--- config.mk ---
export PLATFORM = sky130hd
export DESIGN_NAME = checksum_frame_parser_flat
export DESIGN_NICKNAME = d
export VERILOG_FILES = /design/src/cfp_pkg.sv /design/src/cfp_ifs.sv /design/src/checksum_frame_parser.sv /design/src/flat_wrapper.sv
export SDC_FILE = /design/constraint.sdc
export NUM_CORES = 1
export LEC_CHECK = 0
export BUFFER_PORTS_ARGS = -buffer_cell sky130_fd_sc_hd__buf_4
export CAP_MARGIN = 20
export CORE_ASPECT_RATIO = 1.25
export CORE_UTILIZATION = 51
export CTS_BUF_LIST = sky130_fd_sc_hd__clkbuf_8
export CTS_CLUSTER_SIZE = 12
export DETAILED_ROUTE_END_ITERATION = 10
export PLACE_DENSITY = 0.74
export REMOVE_ABC_BUFFERS = 1
export SYNTH_ARGS = -nofsm -noshare
export SYNTH_HDL_FRONTEND = slang
export SYNTH_SLANG_ARGS = --single-unit
--- constraint.sdc ---
create_clock -name i_clk -period 2.4 [get_ports i_clk]
set_input_delay 0.12 -clock i_clk [delete_from_list [all_inputs] [get_ports i_clk]]
set_output_delay 0.12 -clock i_clk [all_outputs]
set_load 0.1 [all_outputs]
--- src/cfp_pkg.sv ---
// Shared widths, constants and result codes of the checksum frame parser.
`timescale 1ns / 1ps

package cfp_pkg;

    localparam int BYTE_W   = 8;
    localparam int COUNT_W  = 9;
    localparam int SUM_W    = 16;
    localparam int VALUE_W  = 32;
    localparam int STATUS_W = 3;
    localparam int KIND_W   = 3;

    localparam logic [BYTE_W-1:0]  MARKER_RESET   = 8'hF0;
    localparam logic [COUNT_W-1:0] COUNT_MAX      = 9'd511;
    localparam logic [COUNT_W:0]   FRAME_OVERHEAD = 10'd3;

    localparam logic [STATUS_W-1:0] ST_SUCCESS       = 3'd0;
    localparam logic [STATUS_W-1:0] ST_DEVICE_ERROR  = 3'd1;
    localparam logic [STATUS_W-1:0] ST_TOO_SHORT     = 3'd2;
    localparam logic [STATUS_W-1:0] ST_SIZE_MISMATCH = 3'd3;
    localparam logic [STATUS_W-1:0] ST_CHECKSUM_BAD  = 3'd4;

    localparam logic [KIND_W-1:0] VK_EMPTY    = 3'd0;
    localparam logic [KIND_W-1:0] VK_BYTE     = 3'd1;
    localparam logic [KIND_W-1:0] VK_HALFWORD = 3'd2;
    localparam logic [KIND_W-1:0] VK_WORD     = 3'd3;
    localparam logic [KIND_W-1:0] VK_RAW      = 3'd4;

    localparam logic [BYTE_W-1:0] LEN_BYTE     = 8'd1;
    localparam logic [BYTE_W-1:0] LEN_HALFWORD = 8'd2;
    localparam logic [BYTE_W-1:0] LEN_WORD     = 8'd4;

endpackage

--- src/cfp_ifs.sv ---
// Valid/ready channel interfaces of the checksum frame parser.
`timescale 1ns / 1ps

interface cfp_cfg_if import cfp_pkg::*; ();
    logic              valid;
    logic              ready;
    logic [BYTE_W-1:0] data;

    modport source (output valid, output data, input ready);
    modport sink   (input valid, input data, output ready);
endinterface

interface cfp_in_if import cfp_pkg::*; ();
    logic              valid;
    logic              ready;
    logic [BYTE_W-1:0] data_byte;
    logic              frame_end;

    modport source (output valid, output data_byte, output frame_end, input ready);
    modport sink   (input valid, input data_byte, input frame_end, output ready);
endinterface

interface cfp_out_if import cfp_pkg::*; ();
    logic                       valid;
    logic                       ready;
    logic [STATUS_W-1:0]        status;
    logic [BYTE_W-1:0]          payload_length;
    logic signed [VALUE_W-1:0]  value;
    logic [KIND_W-1:0]          value_kind;
    logic [BYTE_W-1:0]          error_code;
    logic                       error_code_valid;

    modport source (output valid, output status, output payload_length, output value,
                    output value_kind, output error_code, output error_code_valid,
                    input ready);
    modport sink   (input valid, input status, input payload_length, input value,
                    input value_kind, input error_code, input error_code_valid,
                    output ready);
endinterface

--- src/checksum_frame_parser.sv ---
// Length-prefixed response frame parser with folded-sum checksum check.
// The result of a frame is registered at its final byte transfer and is valid in the cycle after it.
// Throughput: one byte per cycle while results are taken; a result that waits
// on the output stalls the input until that result transfers.
// Reset: synchronous active-low; clears frame state and output valid, and sets
// the success marker to 0xF0.
`timescale 1ns / 1ps

module checksum_frame_parser import cfp_pkg::*; (
    input  logic       i_clk,
    input  logic       i_rst_n,
    cfp_cfg_if.sink    i_cfg_ch,
    cfp_in_if.sink     i_in_ch,
    cfp_out_if.source  o_out_ch
);

    logic [BYTE_W-1:0]  r_marker;
    logic [COUNT_W-1:0] r_byte_count, n_byte_count;
    logic [SUM_W-1:0]   r_sum, n_sum;
    logic [BYTE_W-1:0]  r_length, n_length;
    logic               r_success, n_success;
    logic [VALUE_W-1:0] r_value_shift, n_value_shift;
    logic [BYTE_W-1:0]  r_first_payload, n_first_payload;

    logic                r_out_valid;
    logic [STATUS_W-1:0] r_out_status, n_out_status;
    logic [BYTE_W-1:0]   r_out_length;
    logic [VALUE_W-1:0]  r_out_value, n_out_value;
    logic [KIND_W-1:0]   r_out_kind, n_out_kind;
    logic [BYTE_W-1:0]   r_out_ecode, n_out_ecode;
    logic                r_out_evalid, n_out_evalid;

    logic               w_in_xfer;
    logic               w_last;
    logic [BYTE_W-1:0]  w_byte;
    logic [COUNT_W-1:0] w_pidx;
    logic [COUNT_W:0]   w_total;
    logic [BYTE_W-1:0]  w_fold;

    assign i_cfg_ch.ready = 1'b1;
    assign i_in_ch.ready  = !r_out_valid || o_out_ch.ready;
    assign w_in_xfer      = i_in_ch.valid && i_in_ch.ready;
    assign w_last         = i_in_ch.frame_end;
    assign w_byte         = i_in_ch.data_byte;
    assign w_pidx         = r_byte_count - COUNT_W'(2);
    assign w_total        = {1'b0, r_byte_count} + (COUNT_W+1)'(1);
    assign w_fold         = r_sum[BYTE_W-1:0] + r_sum[SUM_W-1:BYTE_W];

    always_comb begin
        n_byte_count    = r_byte_count;
        n_sum           = r_sum;
        n_length        = r_length;
        n_success       = r_success;
        n_value_shift   = r_value_shift;
        n_first_payload = r_first_payload;
        if (w_last) begin
            n_byte_count    = '0;
            n_sum           = '0;
            n_length        = '0;
            n_success       = 1'b0;
            n_value_shift   = '0;
            n_first_payload = '0;
        end else begin
            if (r_byte_count == '0) begin
                n_success = (w_byte == r_marker);
            end else if (r_byte_count == COUNT_W'(1)) begin
                n_length = w_byte;
            end else begin
                if (w_pidx == '0) begin
                    n_first_payload = w_byte;
                end
                if (w_pidx < COUNT_W'(4)) begin
                    case (w_pidx[1:0])
                        2'd0:    n_value_shift[7:0]   = w_byte;
                        2'd1:    n_value_shift[15:8]  = w_byte;
                        2'd2:    n_value_shift[23:16] = w_byte;
                        default: n_value_shift[31:24] = w_byte;
                    endcase
                end
            end
            n_sum = r_sum + SUM_W'(w_byte);
            if (r_byte_count < COUNT_MAX) begin
                n_byte_count = r_byte_count + COUNT_W'(1);
            end
        end
    end

    always_comb begin
        n_out_value  = '0;
        n_out_kind   = VK_EMPTY;
        n_out_ecode  = '0;
        n_out_evalid = 1'b0;
        if (w_total < FRAME_OVERHEAD) begin
            n_out_status = ST_TOO_SHORT;
        end else if (w_total != ({2'b00, r_length} + FRAME_OVERHEAD)) begin
            n_out_status = ST_SIZE_MISMATCH;
        end else if (w_fold != w_byte) begin
            n_out_status = ST_CHECKSUM_BAD;
        end else if (r_success) begin
            n_out_status = ST_SUCCESS;
        end else begin
            n_out_status = ST_DEVICE_ERROR;
        end
        if (n_out_status == ST_SUCCESS) begin
            case (r_length)
                '0: begin
                    n_out_kind = VK_EMPTY;
                end
                LEN_BYTE: begin
                    n_out_kind  = VK_BYTE;
                    n_out_value = {24'd0, r_value_shift[7:0]};
                end
                LEN_HALFWORD: begin
                    n_out_kind  = VK_HALFWORD;
                    n_out_value = {{16{r_value_shift[15]}}, r_value_shift[15:0]};
                end
                LEN_WORD: begin
                    n_out_kind  = VK_WORD;
                    n_out_value = r_value_shift;
                end
                default: begin
                    n_out_kind = VK_RAW;
                end
            endcase
        end else if (n_out_status == ST_DEVICE_ERROR && r_length != '0) begin
            n_out_ecode  = r_first_payload;
            n_out_evalid = 1'b1;
        end
    end

    always_ff @(posedge i_clk) begin
        if (!i_rst_n) begin
            r_marker        <= MARKER_RESET;
            r_byte_count    <= '0;
            r_sum           <= '0;
            r_length        <= '0;
            r_success       <= 1'b0;
            r_value_shift   <= '0;
            r_first_payload <= '0;
            r_out_valid     <= 1'b0;
        end else begin
            if (i_cfg_ch.valid && i_cfg_ch.ready) begin
                r_marker <= i_cfg_ch.data;
            end
            if (w_in_xfer) begin
                r_byte_count    <= n_byte_count;
                r_sum           <= n_sum;
                r_length        <= n_length;
                r_success       <= n_success;
                r_value_shift   <= n_value_shift;
                r_first_payload <= n_first_payload;
            end
            if (w_in_xfer && w_last) begin
                r_out_valid <= 1'b1;
            end else if (o_out_ch.ready) begin
                r_out_valid <= 1'b0;
            end
        end
    end

    always_ff @(posedge i_clk) begin
        if (w_in_xfer && w_last) begin
            r_out_status <= n_out_status;
            r_out_length <= r_length;
            r_out_value  <= n_out_value;
            r_out_kind   <= n_out_kind;
            r_out_ecode  <= n_out_ecode;
            r_out_evalid <= n_out_evalid;
        end
    end

    assign o_out_ch.valid            = r_out_valid;
    assign o_out_ch.status           = r_out_status;
    assign o_out_ch.payload_length   = r_out_length;
    assign o_out_ch.value            = r_out_value;
    assign o_out_ch.value_kind       = r_out_kind;
    assign o_out_ch.error_code       = r_out_ecode;
    assign o_out_ch.error_code_valid = r_out_evalid;

endmodule

--- src/flat_wrapper.sv ---
// flat-port wrapper written by rule: the top's interface ports become plain ports
module checksum_frame_parser_flat import cfp_pkg::*;
  (i_clk, i_rst_n, i_cfg_ch_valid, i_cfg_ch_data, i_cfg_ch_ready, i_in_ch_valid, i_in_ch_data_byte, i_in_ch_frame_end, i_in_ch_ready, o_out_ch_valid, o_out_ch_status, o_out_ch_payload_length, o_out_ch_value, o_out_ch_value_kind, o_out_ch_error_code, o_out_ch_error_code_valid, o_out_ch_ready);
  cfp_cfg_if i_cfg_ch_i ();
  cfp_in_if i_in_ch_i ();
  cfp_out_if o_out_ch_i ();
  input  logic i_clk;
  input  logic i_rst_n;
  input wire logic [$bits(i_cfg_ch_i.valid)-1:0] i_cfg_ch_valid;
  input wire logic [$bits(i_cfg_ch_i.data)-1:0] i_cfg_ch_data;
  output wire logic [$bits(i_cfg_ch_i.ready)-1:0] i_cfg_ch_ready;
  input wire logic [$bits(i_in_ch_i.valid)-1:0] i_in_ch_valid;
  input wire logic [$bits(i_in_ch_i.data_byte)-1:0] i_in_ch_data_byte;
  input wire logic [$bits(i_in_ch_i.frame_end)-1:0] i_in_ch_frame_end;
  output wire logic [$bits(i_in_ch_i.ready)-1:0] i_in_ch_ready;
  output wire logic [$bits(o_out_ch_i.valid)-1:0] o_out_ch_valid;
  output wire logic [$bits(o_out_ch_i.status)-1:0] o_out_ch_status;
  output wire logic [$bits(o_out_ch_i.payload_length)-1:0] o_out_ch_payload_length;
  output wire logic [$bits(o_out_ch_i.value)-1:0] o_out_ch_value;
  output wire logic [$bits(o_out_ch_i.value_kind)-1:0] o_out_ch_value_kind;
  output wire logic [$bits(o_out_ch_i.error_code)-1:0] o_out_ch_error_code;
  output wire logic [$bits(o_out_ch_i.error_code_valid)-1:0] o_out_ch_error_code_valid;
  input wire logic [$bits(o_out_ch_i.ready)-1:0] o_out_ch_ready;
  assign i_cfg_ch_i.valid = i_cfg_ch_valid;
  assign i_cfg_ch_i.data = i_cfg_ch_data;
  assign i_cfg_ch_ready = i_cfg_ch_i.ready;
  assign i_in_ch_i.valid = i_in_ch_valid;
  assign i_in_ch_i.data_byte = i_in_ch_data_byte;
  assign i_in_ch_i.frame_end = i_in_ch_frame_end;
  assign i_in_ch_ready = i_in_ch_i.ready;
  assign o_out_ch_valid = o_out_ch_i.valid;
  assign o_out_ch_status = o_out_ch_i.status;
  assign o_out_ch_payload_length = o_out_ch_i.payload_length;
  assign o_out_ch_value = o_out_ch_i.value;
  assign o_out_ch_value_kind = o_out_ch_i.value_kind;
  assign o_out_ch_error_code = o_out_ch_i.error_code;
  assign o_out_ch_error_code_valid = o_out_ch_i.error_code_valid;
  assign o_out_ch_i.ready = o_out_ch_ready;
  checksum_frame_parser u_core (.i_clk(i_clk), .i_rst_n(i_rst_n), .i_cfg_ch(i_cfg_ch_i), .i_in_ch(i_in_ch_i), .o_out_ch(o_out_ch_i));
endmodule
==> reports/qor.csv <==
metric,value,unit
final instance area,9170,sq um
CP max-delay cell,dfxtp_2,
initial antenna violation count,0,
Final Max Tran Viols,0,
Post-synth ARST share,0,
met3 usage,0.0519,
Multi-input gate area,3730,sq um
register bit total from synthesis,138,
CTS tree,built,
most common library cell in the layout ignoring fill and taps,buf_4,
"critical path, cell by cell",ha_4 > fa_2 > a211oi_2 > o21bai_1 > a21oi_2 > xnor2_2 > nor4_4 > buf_6 > nand3_4 > buf_4 > buf_6 > nor3_2,
global-route wire length before repair,27.3,mm
CP Capture Type,flop,
sequential share of the synthesized area,0.480,
clk buf depth,2,
WP data required,2.69,ns
vias in the first global route,5522,
num rows,47,
Final WS setup,-0.236,ns
maximum clock frequency,379,MHz
Post-DP HPWL,11.5,mm
met2 global-route usage,0.446,
dpl cell area,8120,sq um
Slew @ Worst Pin,0.613,ns
Layout area overhead,32.7,%
fraction of layout cells with a size suffix above 1,0.327,
"CTS clk-pin slew, worst paths",0.08,ns
Place WS,-0.538,ns
part of the cycle the worst path needs,1.10,
skew final,0.0112,ns
# IOs,80,
number of flops mapped to enable cells by yosys,55,
crit-path max FO,7,
remaining routing DRC violations,0,
Worst-Skew Late Latency,0.45,ns
DR pass1 iterations,5,
initial core utilization,0.522,
leading area contributor after synthesis,dfxtp_1,
Power Density,586,nW/um^2
Final Hold Fails,0,
clk sinks,138,
slew margin rel.,0.592,
Placer Congestion,0.837,
grt met1 use,0.294,
"antenna viol nets, final",0,
layer with the highest usage,met2,
# setup viols final,49,
Root Driver,clkbuf_8,
GRT Total Usage,0.250,
# H-tree levels,4,
vias per inst,5.63,
RSZ-0062 raised after global routing,true,
max-cap check violation count,0,
mean post-synth cell area,10.4,sq um
largest net degree at the start of global routing,74,
violated checks,negative setup slack,
sequential cell area,3320,sq um
Core ar.,13200,sq um
Ys Warns,0,
Die W,106,microns
top cell type's share of synthesized area,0.241,
outcome,finished with violations,
WP data arrival,2.93,ns
CTS buffer count,17,
fin crit period,2.64,ns
CP peak stage delay,0.35,ns
WL/cell,17.5,microns
Overflow after GRT,0,
Setup CP Type,flop to flop,
Port Buffers,78,
most used cell along the critical path,buf_6,
Initial DRC Count,242,
WP buf/inv,3,
Lkg Pwr,3.60,nW
detailed-route via count,5669,
synth unique cells,60,
"delay-heaviest family, CP",compound AO/OA/AOI/OAI gates,
worst vdd ir,0.307,mV
type of the tightest min-delay check,input pin to flop,
nets@finish,873,
top post-synthesis cells by area,"dfxtp_1 24%, edfxtp_1 24%, ha_1 4.7%, nor2b_1 4.7%, mux2i_1 4.6%",
drt total wl,17.6,mm
Die ar.,14000,sq um
hold_ws,0.0214,ns
post-synthesis cell count,666,
crit start category,flop,
vertical die dimension,132,microns
"Primary FF master, synth",dfxtp_1,
Mapped Area,6910,sq um
antenna cells,0,
"commonest non-fill, non-tap cells in the layout","150 x buf_4, 78 x dfxtp_1, 55 x edfxtp_1",
Fillers,954,
==> tightest hold or removal path: cells and delay by family <==
| kind | cells | cell delay (ns) |
|---|---|---|
| mux | 1 | 0.09 |
| buf+inv | 1 | 0.17 |
| simple gates | 1 | 0.06 |
==> registers in the layout, summed over array words and instances, names as in the netlist <==
signal and cells:
u_core.o_out_ch.value 32, u_core.r_value_shift 32, u_core.r_sum 16, u_core.r_byte_count 9, u_core.o_out_ch.error_code 8, u_core.o_out_ch.payload_length 8
u_core.r_first_payload 8, u_core.r_length 8, u_core.r_marker 8, u_core.o_out_ch.status 3, u_core.o_out_ch.value_kind 3, u_core.o_out_ch.error_code_valid 1
u_core.o_out_ch.valid 1, u_core.r_success 1
==> per-stage QoR <==
stage	total power, mW	cells	utilization	TNS (ns)
after CTS	5.36	1000	0.678	-7.66
after global placement	3.28	951	0.614	-16.25
after floorplan	3.06	627	-	-144.51
after global routing	5.53	1007	0.693	-14.02
final	5.37	1007	0.693	-8.49
after detailed placement	3.29	951	0.614	-22.78
==> final timing paths <==
kind	startpoint	end	slack (ns)	cells after the start
setup / recovery	u_core.r_sum[0]	u_core.o_out_ch.value[2]	-0.24	12
hold / removal	i_cfg_ch_valid	u_core.r_marker[7]	0.02	3
setup reg to reg	u_core.r_sum[0]	u_core.o_out_ch.value[2]	-0.24	12
hold reg to reg	u_core.r_value_shift[1]	u_core.r_value_shift[1]	0.48	2
==> Yosys cell counts, drive strengths merged, types with 25 or more instances <==
cell type,n
nor2,25
edfxtp,55
nand2,47
ha,26
xnor2,33
dfxtp,83
a21oi,38
nor2b,52
mux2i,32
clkbuf,25
nor3,42
==> area by class of cell <==
class / instances / share of cell area
clock inverter: 15 / 0.0218
clock buffer: 17 / 0.0255
timing repair buffer: 175 / 0.155
multi-input combinational: 479 / 0.407
sequential: 138 / 0.362
inverter: 12 / 0.00519
tap: 171 / 0.0233
==> layer usage <==
layer,part of all wire,vias to the layer above
li1,-,2698
met1,0.40,2765
met2,0.53,167
met3,0.050,39
met4,0.023,0
met5,0,-
==> report_power, final <==
| part | switching (mW) | internal, mW | total [mW] |
|---|---|---|---|
| clock network | 0.942 | 1.14 | 2.08 |
| logic | 0.515 | 0.254 | 0.770 |
| registers | 0.0336 | 2.49 | 2.52 |
| total | 1.49 | 3.88 | 5.37 |
==> repair_timing <==
action                                  in CTS  in global routing
hold buffers                                10                  0
endpoints found under the setup margin      90                 96
endpoints found under the hold margin       12                  0
gates resized for setup                     60                 33
cloned                                       2                  0
buffers inserted                             6                  6
pin swaps                                   25                 22
==> kinds of logic (layout without fill, tap and decap cells) <==
logic type	count (synthesis)	after routing	synth area share
simple gates	243	245	0.205
flops	138	138	0.480
compound gates	119	119	0.112
xor+xnor	53	53	0.0692
buf+inv	51	219	0.0331
mux	33	33	0.0480
fa+ha+maj	28	28	0.0529
other cells	1	1	0.000543
Power figures use the tool's default switching activity.
